**src/rtl/spq_pkg.sv**
```systemverilog
// Package for the sorted priority queue: field widths, status codes,
// payload structs, controller states and controller/datapath links.
// No dependencies; the top level, controller and datapath use it.
package spq_pkg;

  localparam int DATA_BITS  = 32;
  localparam int PRIO_BITS  = 8;
  localparam int COUNT_BITS = 4;
  localparam int DEPTH      = 8;

  localparam logic REQ_ENQ = 1'b0;
  localparam logic REQ_DEQ = 1'b1;

  typedef enum logic [1:0] {
    ST_DONE  = 2'd0,
    ST_FULL  = 2'd1,
    ST_EMPTY = 2'd2
  } status_t;

  typedef struct packed {
    logic                 req_type;
    logic [DATA_BITS-1:0] data_in;
    logic [PRIO_BITS-1:0] prio_in;
  } req_t;

  typedef struct packed {
    logic [1:0]            status;
    logic [DATA_BITS-1:0]  data_out;
    logic [DATA_BITS-1:0]  head_data;
    logic                  head_valid;
    logic [COUNT_BITS-1:0] entry_count;
  } rsp_t;

  typedef enum logic [2:0] {
    S_IDLE,
    S_DECIDE,
    S_CMP,
    S_PLACE,
    S_POP_CHK,
    S_HEAD_LD,
    S_REPLY
  } state_t;

  // Commands from the controller to the datapath.
  typedef struct packed {
    logic capture;   // latch the request, set hole to the tail
    logic set_full;
    logic set_empty;
    logic pop;       // remove the head entry
    logic rd_prev;   // read the slot before the next hole
    logic rd_head;   // read the slot at the head
    logic shift;     // move the entry read last into the hole
    logic place;     // write the new entry into the hole
    logic load_head; // take the read data as the head word
    logic finish;    // drive the result for one cycle
  } cmd_t;

  // Status from the datapath to the controller.
  typedef struct packed {
    logic is_deq;
    logic occ_zero;
    logic full;
    logic left_zero;
    logic left_one;
    logic prio_ge;
  } stat_t;

endpackage

```
**src/rtl/sorted_priority_queue.sv**
```systemverilog
// Top level of the sorted priority queue: controller and datapath.
// Depends on spq_pkg, spq_ctrl and spq_dpath.
//
//   Channel   Ports                 Transfer when
//   request   start, busy, req      start high and busy low at the edge
//   result    rsp_valid, rsp        rsp_valid high (one cycle, no stall)
//
// A reject or an enqueue into an empty queue goes from S_DECIDE to S_REPLY;
// an enqueue into a held queue takes one S_CMP step per entry read back from
// the RAM, and S_PLACE if the walk reaches the head; a dequeue passes
// S_POP_CHK, then S_HEAD_LD for the head reload read unless it empties it.
// busy drops in the cycle the result is shown, so the next request can
// transfer then. Reset empties the queue; the entry RAM is not cleared.
module sorted_priority_queue #(
  parameter int DEPTH = spq_pkg::DEPTH
) (
  input  logic          clk,
  input  logic          rst,
  input  logic          start,
  output logic          busy,
  input  spq_pkg::req_t req,
  output spq_pkg::rsp_t rsp,
  output logic          rsp_valid
);

  spq_pkg::cmd_t  cmd;
  spq_pkg::stat_t stat;

  spq_ctrl u_ctrl (
    .clk  (clk),
    .rst  (rst),
    .start(start),
    .stat (stat),
    .busy (busy),
    .cmd  (cmd)
  );

  spq_dpath #(
    .DEPTH(DEPTH)
  ) u_dpath (
    .clk      (clk),
    .rst      (rst),
    .req      (req),
    .cmd      (cmd),
    .stat     (stat),
    .rsp      (rsp),
    .rsp_valid(rsp_valid)
  );

`ifndef SYNTHESIS
  // A result only follows a cycle in which the block was busy.
  a_rsp_after_busy: assert property (@(posedge clk) disable iff (rst)
    rsp_valid |-> $past(busy))
    else $error("result strobe without preceding busy cycle");

  // An accepted request makes the block busy in the next cycle.
  a_start_busy: assert property (@(posedge clk) disable iff (rst)
    (start && !busy) |=> busy)
    else $error("request transfer did not start work");

  // The head is valid exactly when the queue holds entries.
  a_head_valid: assert property (@(posedge clk) disable iff (rst)
    rsp_valid |-> (rsp.head_valid == (rsp.entry_count != '0)))
    else $error("head_valid disagrees with entry_count");

  // A full reject only occurs at full occupancy.
  a_full_count: assert property (@(posedge clk) disable iff (rst)
    (rsp_valid && (rsp.status == spq_pkg::ST_FULL)) |->
      (rsp.entry_count == spq_pkg::COUNT_BITS'(DEPTH)))
    else $error("full status with queue not full");
`endif

endmodule

```
**src/rtl/spq_ram.sv**
```systemverilog
// Generic single-write, single-read RAM with a registered read port.
// No dependencies.
module spq_ram #(
  parameter int WIDTH = 8,
  parameter int DEPTH = 8
) (
  input  logic                     clk,
  input  logic                     we,
  input  logic [$clog2(DEPTH)-1:0] waddr,
  input  logic [WIDTH-1:0]         wdata,
  input  logic [$clog2(DEPTH)-1:0] raddr,
  output logic [WIDTH-1:0]         rdata
);

  logic [WIDTH-1:0] mem [DEPTH];

  always_ff @(posedge clk) begin
    if (we) begin
      mem[waddr] <= wdata;
    end
    rdata <= mem[raddr];
  end

endmodule

```
**src/rtl/spq_ctrl.sv**
```systemverilog
// Controller state machine of the sorted priority queue.
// Depends on spq_pkg for the state, command and status types.
module spq_ctrl (
  input  logic           clk,
  input  logic           rst,
  input  logic           start,
  input  spq_pkg::stat_t stat,
  output logic           busy,
  output spq_pkg::cmd_t  cmd
);

  spq_pkg::state_t state;
  spq_pkg::state_t state_next;

  always_ff @(posedge clk) begin
    if (rst) begin
      state <= spq_pkg::S_IDLE;
    end else begin
      state <= state_next;
    end
  end

  always_comb begin
    state_next = state;
    unique case (state)
      spq_pkg::S_IDLE: begin
        if (start) state_next = spq_pkg::S_DECIDE;
      end
      spq_pkg::S_DECIDE: begin
        if (stat.is_deq) begin
          state_next = stat.occ_zero ? spq_pkg::S_REPLY : spq_pkg::S_POP_CHK;
        end else if (stat.full || stat.left_zero) begin
          state_next = spq_pkg::S_REPLY;
        end else begin
          state_next = spq_pkg::S_CMP;
        end
      end
      spq_pkg::S_CMP: begin
        if (stat.prio_ge) begin
          state_next = spq_pkg::S_REPLY;
        end else if (stat.left_one) begin
          state_next = spq_pkg::S_PLACE;
        end
      end
      spq_pkg::S_PLACE:   state_next = spq_pkg::S_REPLY;
      spq_pkg::S_POP_CHK: begin
        state_next = stat.occ_zero ? spq_pkg::S_REPLY : spq_pkg::S_HEAD_LD;
      end
      spq_pkg::S_HEAD_LD: state_next = spq_pkg::S_REPLY;
      spq_pkg::S_REPLY:   state_next = spq_pkg::S_IDLE;
      default:            state_next = spq_pkg::S_IDLE;
    endcase
  end

  always_comb begin
    cmd  = '0;
    busy = (state != spq_pkg::S_IDLE);
    unique case (state)
      spq_pkg::S_IDLE: begin
        cmd.capture = start;
      end
      spq_pkg::S_DECIDE: begin
        if (stat.is_deq) begin
          cmd.set_empty = stat.occ_zero;
          cmd.pop       = !stat.occ_zero;
        end else if (stat.full) begin
          cmd.set_full = 1'b1;
        end else if (stat.left_zero) begin
          cmd.place = 1'b1;
        end else begin
          cmd.rd_prev = 1'b1;
        end
      end
      spq_pkg::S_CMP: begin
        if (stat.prio_ge) begin
          cmd.place = 1'b1;
        end else begin
          cmd.shift   = 1'b1;
          cmd.rd_prev = !stat.left_one;
        end
      end
      spq_pkg::S_PLACE: begin
        cmd.place = 1'b1;
      end
      spq_pkg::S_POP_CHK: begin
        cmd.rd_head = !stat.occ_zero;
      end
      spq_pkg::S_HEAD_LD: begin
        cmd.load_head = 1'b1;
      end
      spq_pkg::S_REPLY: begin
        cmd.finish = 1'b1;
      end
      default: begin
        cmd = '0;
      end
    endcase
  end

endmodule

```
**src/rtl/spq_dpath.sv**
```systemverilog
// Datapath of the sorted priority queue: entry RAM, head and count
// registers, insertion walk registers and the result register.
// Depends on spq_pkg and spq_ram.
module spq_dpath #(
  parameter int DEPTH = spq_pkg::DEPTH
) (
  input  logic           clk,
  input  logic           rst,
  input  spq_pkg::req_t  req,
  input  spq_pkg::cmd_t  cmd,
  output spq_pkg::stat_t stat,
  output spq_pkg::rsp_t  rsp,
  output logic           rsp_valid
);

  localparam int IW = $clog2(DEPTH);
  localparam int CW = $clog2(DEPTH + 1);
  localparam int EW = spq_pkg::DATA_BITS + spq_pkg::PRIO_BITS;
  localparam logic [IW-1:0] LAST = IW'(DEPTH - 1);

  logic [IW-1:0]                 head_index;
  logic [CW-1:0]                 occupancy;
  logic [IW-1:0]                 hole;
  logic [IW-1:0]                 hole_next;
  logic [CW-1:0]                 left;
  logic                          req_deq;
  logic [spq_pkg::DATA_BITS-1:0] req_word;
  logic [spq_pkg::PRIO_BITS-1:0] req_prio;
  logic [spq_pkg::DATA_BITS-1:0] head_word;
  spq_pkg::status_t              res_status;
  logic [spq_pkg::DATA_BITS-1:0] res_removed;

  logic [CW:0]     tail_sum;
  logic [IW-1:0]   tail_index;
  logic            ram_we;
  logic [IW-1:0]   ram_raddr;
  logic [EW-1:0]   ram_wdata;
  logic [EW-1:0]   ram_rdata;

  function automatic logic [IW-1:0] slot_prev(input logic [IW-1:0] s);
    return (s == '0) ? LAST : s - 1'b1;
  endfunction

  function automatic logic [IW-1:0] slot_next(input logic [IW-1:0] s);
    return (s == LAST) ? '0 : s + 1'b1;
  endfunction

  // The tail is head plus count, wrapped once.
  assign tail_sum   = (CW + 1)'(head_index) + (CW + 1)'(occupancy);
  assign tail_index = (tail_sum >= (CW + 1)'(DEPTH)) ? IW'(tail_sum - (CW + 1)'(DEPTH))
                                                      : IW'(tail_sum);

  assign hole_next = cmd.shift ? slot_prev(hole) : hole;
  assign ram_raddr = cmd.rd_head ? head_index : slot_prev(hole_next);
  assign ram_we    = cmd.shift || cmd.place;
  assign ram_wdata = cmd.place ? {req_prio, req_word} : ram_rdata;

  spq_ram #(
    .WIDTH(EW),
    .DEPTH(DEPTH)
  ) u_ram (
    .clk  (clk),
    .we   (ram_we),
    .waddr(hole),
    .wdata(ram_wdata),
    .raddr(ram_raddr),
    .rdata(ram_rdata)
  );

  assign stat.is_deq    = (req_deq == spq_pkg::REQ_DEQ);
  assign stat.occ_zero  = (occupancy == '0);
  assign stat.full      = (occupancy == CW'(DEPTH));
  assign stat.left_zero = (left == '0);
  assign stat.left_one  = (left == CW'(1));
  assign stat.prio_ge   = (ram_rdata[EW-1:spq_pkg::DATA_BITS] >= req_prio);

  always_ff @(posedge clk) begin
    if (rst) begin
      head_index <= '0;
      occupancy  <= '0;
      rsp_valid  <= 1'b0;
    end else begin
      rsp_valid <= cmd.finish;
      if (cmd.pop) begin
        head_index <= slot_next(head_index);
        occupancy  <= occupancy - 1'b1;
      end else if (cmd.place) begin
        occupancy <= occupancy + 1'b1;
      end
    end
  end

  always_ff @(posedge clk) begin
    if (cmd.capture) begin
      req_deq     <= req.req_type;
      req_word    <= req.data_in;
      req_prio    <= req.prio_in;
      hole        <= tail_index;
      left        <= occupancy;
      res_status  <= spq_pkg::ST_DONE;
      res_removed <= '0;
    end else begin
      hole <= hole_next;
      if (cmd.shift) left <= left - 1'b1;
      if (cmd.set_full) res_status <= spq_pkg::ST_FULL;
      if (cmd.set_empty) res_status <= spq_pkg::ST_EMPTY;
      if (cmd.pop) res_removed <= head_word;
    end
    // A new entry that lands on the head slot becomes the head word.
    if (cmd.place && (hole == head_index)) begin
      head_word <= req_word;
    end else if (cmd.load_head) begin
      head_word <= ram_rdata[spq_pkg::DATA_BITS-1:0];
    end
    if (cmd.finish) begin
      rsp.status      <= res_status;
      rsp.data_out    <= res_removed;
      rsp.head_data   <= (occupancy != '0) ? head_word : '0;
      rsp.head_valid  <= (occupancy != '0);
      rsp.entry_count <= spq_pkg::COUNT_BITS'(occupancy);
    end
  end

endmodule
```
**config.mk**
```make
export PLATFORM = sky130hd
export DESIGN_NAME = sorted_priority_queue
export DESIGN_NICKNAME = d
export VERILOG_FILES = /design/src/rtl/spq_pkg.sv /design/src/rtl/sorted_priority_queue.sv /design/src/rtl/spq_ram.sv /design/src/rtl/spq_ctrl.sv /design/src/rtl/spq_dpath.sv
export SDC_FILE = /design/constraint.sdc
export NUM_CORES = 1
export LEC_CHECK = 0
export BUFFER_PORTS_ARGS = -buffer_cell sky130_fd_sc_hd__buf_2
export CORE_ASPECT_RATIO = 0.9
export CORE_UTILIZATION = 57
export CTS_BUF_LIST = sky130_fd_sc_hd__clkbuf_8
export DETAILED_ROUTE_END_ITERATION = 10
export PLACE_DENSITY_LB_ADDON = 0.25
export SETUP_SLACK_MARGIN = 0.3
export SLEW_MARGIN = 15
export SYNTH_ARGS = -nofsm -noshare
export SYNTH_HDL_FRONTEND = slang
export SYNTH_SLANG_ARGS = --single-unit
```
**constraint.sdc**
```tcl
create_clock -name clk -period 5.6 [get_ports clk]
set_input_delay 0.84 -clock clk [delete_from_list [all_inputs] [get_ports clk]]
set_output_delay 0.84 -clock clk [all_outputs]
set_load 0.03 [all_outputs]
```
==> qor.txt, run 1 <==
result of the run - completed
initial DRC count - 1212
die area - 0.0392 mm²
Initial Util - 58.3%
I/O Buffers - 116
number of global-route vias before repair - 12500
Worst Setup End Kind - flip-flop
setup bufs post-CTS - 0
DRT antenna net count - 0
width of the die - 209 µm
worst hold path class - in2reg
power consumption - 14.8 mW
hold_sp - req[40]
final weighted congestion in routability-driven placement - 0.819
cell row count - 67
r2r startpoint - u_dpath.req_prio[6]$_DFFE_PP_
endpoints failing setup - 0
Worst Setup Start Kind - flip-flop
leakage - 8.34 nW
top achievable clock speed - 258 MHz
io pins - 117
Syn Inst Count - 1440
via/cell ratio - 5.96
first-pass iteration count of the detailed router - 6
Root Buffer - clkbuf_8
Hold Crit Endpoint - u_dpath.req_deq$_DFFE_PP_
H-tree lvl count - 3
period utilization - 69.1%
initial antenna violation count - 3
setup TNS - 0 ns
worst setup margin - 1.73 ns
most frequent cells in the layout - 468 x edfxtp_1, 165 x nand2_1, 116 x buf_2
RSZ-0062 raised after global routing - false
Clock Pin Slew Worst Setup and Hold Paths - 0.06 ns
min Tclk post-route - 3.87 ns
Synth cell types - 61
Worst EP required - 6.15 ns
Slew Limit Headroom - 25.5%
core area - 0.0376 mm²
Reg2Reg Depth - 11
# hold bufs at CTS - 0
number of synthesized flops with an enable pin - 468
reg2reg setup slack - 1.73 ns
Die Y - 188 µm
vias - 12700
Num CTS Buffers - 85
first-pass GRT wire length - 70.9 mm
Synth Register Bits - 556
Top FF cell, synth - edfxtp_1
post-synthesis cell area - 0.0219 mm²
Avg WL per Cell - 21.8 µm
clock skew - 0.0321 ns
fraction of layout cells with a size suffix above 1 - 26.0%
capturing point of the worst reg2reg path - u_dpath.u_ram.rdata[33]$_DFF_P_
drt total wl - 46.5 mm
Worst-Margin Slew - 1.11 ns
Slew Viols, Final - 0
worst IR drop on VDD - 0.362 mV
max-cap violations - 0
Nets - 1645
Layout Area Growth over Synthesis - 11.9%
post_cts resized - 0
CTS sink cnt - 556
PD cells - 603 mW/mm²
crit path kind - reg2reg
commonest non-fill, non-tap cell in the layout - edfxtp_1
WHS Path Cells - 1
crit-path max FO - 26
largest net degree at the start of global routing - 81
Post-synth ARST share - 0%
dpl ws - 1.74 ns
GRT overflow - 0
post-layout util - 65.3%
Post-DP HPWL - 26.4 mm
Net Count, Synth - 1503
clk_lat worst skew - 0.66 ns
DRC Markers - 0
post-synthesis sequential area ratio - 72.2%
syn avg cell area - 15.2 µm²
CP arrival - 4.42 ns
CTS tree - yes
yosys warns - 0
GRT Total Usage - 23.8%
endpoints failing hold - 0
Longest Clk Path Bufs - 3
-- synthesized netlist by cell type (all sizes together), types with 4 or more instances --
library cell / instances / area (µm²)
o22ai: 41 / 338
a21o: 4 / 31.3
nor2b: 76 / 483
o21ai: 56 / 280
buf: 36 / 240
and3: 4 / 31.3
nor2: 27 / 101
nor3: 10 / 66.3
nand3: 4 / 20.0
ha: 17 / 213
inv: 23 / 86.3
nand2: 166 / 623
mux2: 111 / 1250
o221ai: 40 / 350
dfxtp: 88 / 1760
a31o: 41 / 359
clkbuf: 51 / 196
a211oi: 44 / 365
o22a: 40 / 350
edfxtp: 468 / 14100
a21oi: 53 / 269
xnor2: 9 / 78.8
-- through the flow --
stage | area, µm² | hold WS [ns] | std cells
2_1_floorplan | 21900 | 0.408 | 1440
3_3_place_gp | 23000 | 0.411 | 1978
3_5_place_dp | 23000 | 0.416 | 1978
4_1_cts | 24500 | 0.319 | 2136
5_1_grt | 24500 | 0.324 | 2136
6_report | 24500 | 0.360 | 2137
-- critical path, cell delays in order, from the launching register on --
cell	delay [ns]
edfxtp_1	0.41
inv_1	0.09
ha_1	0.24
and3_4	0.21
a221oi_2	0.48
nand3_1	0.33
o22ai_1	0.31
a21boi_4	0.85
buf_4	0.39
nand2_1	0.10
a31o_1	0.23
o22ai_1	0.15
-- state kept, by name, summed over array words and instances (netlist names) --
| signal | flops |
|---|---|
| u_ctrl.state | 3 |
| u_dpath.head_index | 3 |
| u_dpath.head_word | 32 |
| u_dpath.hole | 3 |
| u_dpath.left | 4 |
| u_dpath.occupancy | 4 |
| u_dpath.req_deq | 1 |
| u_dpath.req_prio | 8 |
| u_dpath.req_word | 32 |
| u_dpath.res_removed | 32 |
| u_dpath.res_status | 2 |
| u_dpath.rsp | 71 |
| u_dpath.rsp_valid | 1 |
| u_dpath.u_ram.mem | 320 |
| u_dpath.u_ram.rdata | 40 |
-- cell type report --
type / count / area [µm²]
flip-flops and latches: 556 / 15800
clock inverters: 71 / 342
fillers: 2630 / 13100
repair buffers: 142 / 776
well taps: 483 / 604
multi-input cells: 773 / 5680
diodes: 1 / 2.50
inverters: 24 / 91.3
clock buffers: 87 / 1200
-- worst max path at each step --
stage | startpoint | endpoint | slack, ns | depth (start not counted)
floorplan | u_dpath.req_prio[2]$_DFFE_PP_ | u_dpath.u_ram.mem[1][0]$_DFFE_PP_ | 0.38 | 10
global route | u_dpath.req_prio[2]$_DFFE_PP_ | u_dpath.u_ram.mem[1][9]$_DFFE_PP_ | 1.43 | 10
detailed placement | u_dpath.req_prio[2]$_DFFE_PP_ | u_dpath.u_ram.mem[0][7]$_DFFE_PP_ | 1.74 | 10
finish | u_dpath.req_prio[6]$_DFFE_PP_ | u_dpath.u_ram.rdata[33]$_DFF_P_ | 1.73 | 11
global placement | u_dpath.req_prio[2]$_DFFE_PP_ | u_dpath.u_ram.mem[0][5]$_DFFE_PP_ | 1.94 | 10
CTS | u_dpath.req_prio[2]$_DFFE_PP_ | u_dpath.u_ram.mem[0][8]$_DFFE_PP_ | 1.72 | 10
-- per-layer routing --
layer | GRT usage (%) | share of wire, % | vias up
li1 | - | - | 5834
met4 | 7.98 | 1.9 | 2
met1 | 33.8 | 44 | 6269
met5 | 0 | 0.028 | -
met2 | 36.8 | 46 | 559
met3 | 5.09 | 7.5 | 82
-- power breakdown --
group / leakage (nW) / switching (mW) / total (mW) / internal, mW
Combinational: 2.45 / 3.47 / 5.37 / 1.89
Clock: 0.898 / 1.54 / 3.04 / 1.51
Sequential: 4.99 / 0.384 / 6.38 / 6.00
-- cells by family after synthesis --
group                      Yosys count  share of synthesized area [%]
AOI/OAI and AO/OA                  335                           11.6
adders and majority gates           19                           1.15
buffers and inverters              111                           2.41
muxes                              111                           5.71
xor gates and xnor gates            11                          0.440
DFF                                556                           72.2
and+or+nand+nor                    297                           6.43
Note: power is estimated with default switching activity, not from simulation.
==> run 2, diff against run 1 <==
--- a/config.mk
+++ b/config.mk
@@ -7,7 +7,7 @@
 export LEC_CHECK = 0
 export BUFFER_PORTS_ARGS = -buffer_cell sky130_fd_sc_hd__buf_2
 export CORE_ASPECT_RATIO = 0.9
-export CORE_UTILIZATION = 57
+export CORE_UTILIZATION = 63
 export CTS_BUF_LIST = sky130_fd_sc_hd__clkbuf_8
 export DETAILED_ROUTE_END_ITERATION = 10
 export PLACE_DENSITY_LB_ADDON = 0.25
==> constraint.sdc (replaced) <==
create_clock -name clk -period 3.7 [get_ports clk]
set_input_delay 0.555 -clock clk [delete_from_list [all_inputs] [get_ports clk]]
set_output_delay 0.555 -clock clk [all_outputs]
set_load 0.03 [all_outputs]
==> run 2 against run 1 <==
Critical path depth increased by 1. Register-to-register slack got worse by 1.2 ns. Critical path type unchanged. Final area increased by 1.8%. Sequential power increased by 52%. Global-route usage increased by 3.5 points. First-iteration DRC count decreased by 4.7%. Routed wire length increased by 4.8%. Total power increased by 56%.
==> qor.txt, run 2 (synthesis gave the netlist of run 1 again) <==
result of the run - completed
min Tclk post-route - 3.21 ns (-0.659 ns)
crit-path max cell delay - 0.40 ns (-0.45 ns)
crit-path max FO - 21 (-19%)
Largest register FFs - 320 (unchanged)
fraction of layout cells with a size suffix above 1 - 27.0% (+1.0 points)
DRC Markers - 0 (unchanged)
crit path kind - reg2reg
leakage - 8.61 nW (+3.2%)
Worst-Margin Slew - 0.860 ns (-0.253 ns)
WHS Path Cells - 1 (unchanged)
clock skew - 0.0350 ns (+0.00286 ns)
initial DRC count - 1155 (-4.7%)
io pins - 117 (unchanged)
period utilization - 86.7% (+18 points)
Root Buffer - clkbuf_8
slowest CP cell - a221oi_2
Avg WL per Cell - 22.8 µm (+4.6%)
commonest non-fill, non-tap cell in the layout - edfxtp_1
Layout Area Growth over Synthesis - 14.0%
placed insts - 1982 (+0.20%)
worst hold path class - in2reg
GRT Total Usage - 27.3% (+3.5 points)
Worst EP required - 4.21 ns (-1.94 ns)
Most flops, register - u_dpath.u_ram.mem
Worst Setup End Kind - flip-flop
Nets - 1673 (+1.7%)
switching share of power - 36.3% (-0.21 points)
largest net degree at the start of global routing - 85 (+4.9%)
endpoints failing setup - 0 (unchanged)
Slew Limit Headroom - 42.1% (+17 points)
CTS sink cnt - 556 (unchanged)
RSZ-0062 raised after global routing - false
dpl ws - 0.480 ns (-1.26 ns)
Slew Viols, Final - 0 (unchanged)
Post-DP HPWL - 28.2 mm (+6.8%)
die area - 0.0355 mm² (-9.4%)
most frequent cells in the layout - 468 x edfxtp_1, 166 x nand2_1, 116 x buf_2
vias - 13100 (+2.9%)
clk_lat worst skew - 0.64 ns (-0.02 ns)
instance area at placement - 0.0233 mm² (+1.6%)
capturing point of the worst reg2reg path - u_dpath.u_ram.rdata[2]$_DFF_P_
worst IR drop on VDD - 0.770 mV (+110%)
CP arrival - 3.72 ns (-0.70 ns)
non-filler cells in the finished layout - 2142 (+0.23%)
GRT overflow - 0 (unchanged)
final weighted congestion in routability-driven placement - 0.864 (+5.5%)
DRT antenna net count - 0 (unchanged)
top achievable clock speed - 312 MHz (+21%)
Psw - 8.39 mW (+56%)
first-pass GRT wire length - 71.3 mm (+0.50%)
first-pass iteration count of the detailed router - 7 (+1)
reg2reg setup slack - 0.49 ns (-1.24 ns)
Worst Setup Start Kind - flip-flop
Comb pwr share - 38.3% (+2.0 points)
core area - 0.0341 mm² (-9.2%)
Internal Power - 14.7 mW (+57%)
initial antenna violation count - 4 (+1)
r2r startpoint - u_dpath.req_prio[7]$_DFFE_PP_
hold_sp - req[21]
worst setup margin - 0.491 ns (-1.24 ns)
Num CTS Buffers - 84 (-1.2%)
Clock Pin Slew Worst Setup and Hold Paths - 0.06 ns (about the same)
Die Y - 179 µm (-4.8%)
cell row count - 64 (-4.5%)
Initial Util - 64.2% (+5.9 points)
Reg2Reg Depth - 12 (+1)
PD cells - 927 mW/mm² (+54%)
H-tree lvl count - 3 (unchanged)
CTS tree - yes
Hold Crit Endpoint - u_dpath.req_word[13]$_DFFE_PP_
register share of total power - 41.8% (-1.3 points)
I/O Buffers - 116 (unchanged)
Largest regs - u_dpath.u_ram.mem x320, u_dpath.rsp x71, u_dpath.u_ram.rdata x40
endpoints failing hold - 0 (unchanged)
# hold bufs at CTS - 0 (unchanged)
Clock power frac - 19.9% (-0.7 points)
via/cell ratio - 6.12 (+2.7%)
width of the die - 198 µm (-4.8%)
number of global-route vias before repair - 12600 (+0.90%)
drt total wl - 48.8 mm (+4.8%)
worst path cell trace - inv_1 > ha_1 > and3_4 > a221oi_2 > and3_1 > a211oi_1 > a221oi_4 > buf_4 > buf_6 > mux2_2 > o21ai_1 > o22ai_1
power consumption - 23.1 mW (+56%)
Longest Clk Path Bufs - 3 (unchanged)
max-cap violations - 0 (unchanged)
setup TNS - 0 ns (unchanged)
Final Cell Area - 0.0250 mm² (+1.8%)
==> run 2: critical path: cells and delay by family (launching register included) <==
| kind | cells | cell delay, ns |
|---|---|---|
| AOI/OAI and AO/OA | 5 | 1.05 |
| buffers and inverters | 3 | 0.55 |
| and+or+nand+nor | 2 | 0.47 |
| DFF | 1 | 0.39 |
| muxes | 1 | 0.38 |
| adders and majority gates | 1 | 0.25 |
==> run 2: power by group through the flow <==
| stage | Combinational, mW | Clock, mW | Sequential (mW) |
|---|---|---|---|
| global placement | 8.24 | 0 | 9.70 |
| CTS | 8.54 | 4.67 | 9.65 |
| global route | 9.44 | 4.91 | 9.77 |
| finish | 8.86 | 4.61 | 9.67 |
| detailed placement | 8.49 | 0 | 9.77 |
| floorplan | 5.92 | 0 | 9.63 |
==> run 2: what timing repair did <==
item	CTS	global route
setup endpoints to repair	0	21
setup buffers	0	2
gates resized for setup	0	3
==> run 2: through the flow <==
step	utilization [%]	hold WS, ns
CTS	72.9	0.0624
global route	73.1	0.0717
floorplan	-	0.408
detailed placement	68.4	0.416
finish	73.1	0.0840
global placement	68.4	0.413
==> run 2: how the worst max path moves through the flow <==
stage / start / to / slack (ns)
CTS: u_dpath.req_prio[7]$_DFFE_PP_ / u_dpath.u_ram.rdata[37]$_DFF_P_ / 0.46
global route: u_dpath.req_prio[7]$_DFFE_PP_ / u_dpath.u_ram.mem[1][4]$_DFFE_PP_ / 0.31
global placement: u_dpath.req_prio[7]$_DFFE_PP_ / u_dpath.u_ram.rdata[37]$_DFF_P_ / 0.58
finish: u_dpath.req_prio[7]$_DFFE_PP_ / u_dpath.u_ram.rdata[2]$_DFF_P_ / 0.49
detailed placement: u_dpath.req_prio[7]$_DFFE_PP_ / u_dpath.u_ram.rdata[22]$_DFF_P_ / 0.48
floorplan: u_dpath.req_prio[2]$_DFFE_PP_ / u_dpath.u_ram.mem[4][0]$_DFFE_PP_ / -0.36
==> run 2: layout make-up <==
type	count	area (µm²)
clock buffer	90	1240
sequential	556	15800
tap	462	578
fill	2165	9160
timing repair buffer	171	1230
clock inverter	65	318
antenna	1	2.50
inverter	24	91.3
multi-input combinational	773	5680
==> run 2: routing by layer <==
layer,vias to the layer above,global-route usage [%],share of wire [%]
met1,6459,37.2,41
met4,0,10.3,2.4
met2,654,44.7,48
met3,106,4.55,8.0
met5,-,0,0
li1,5898,-,-
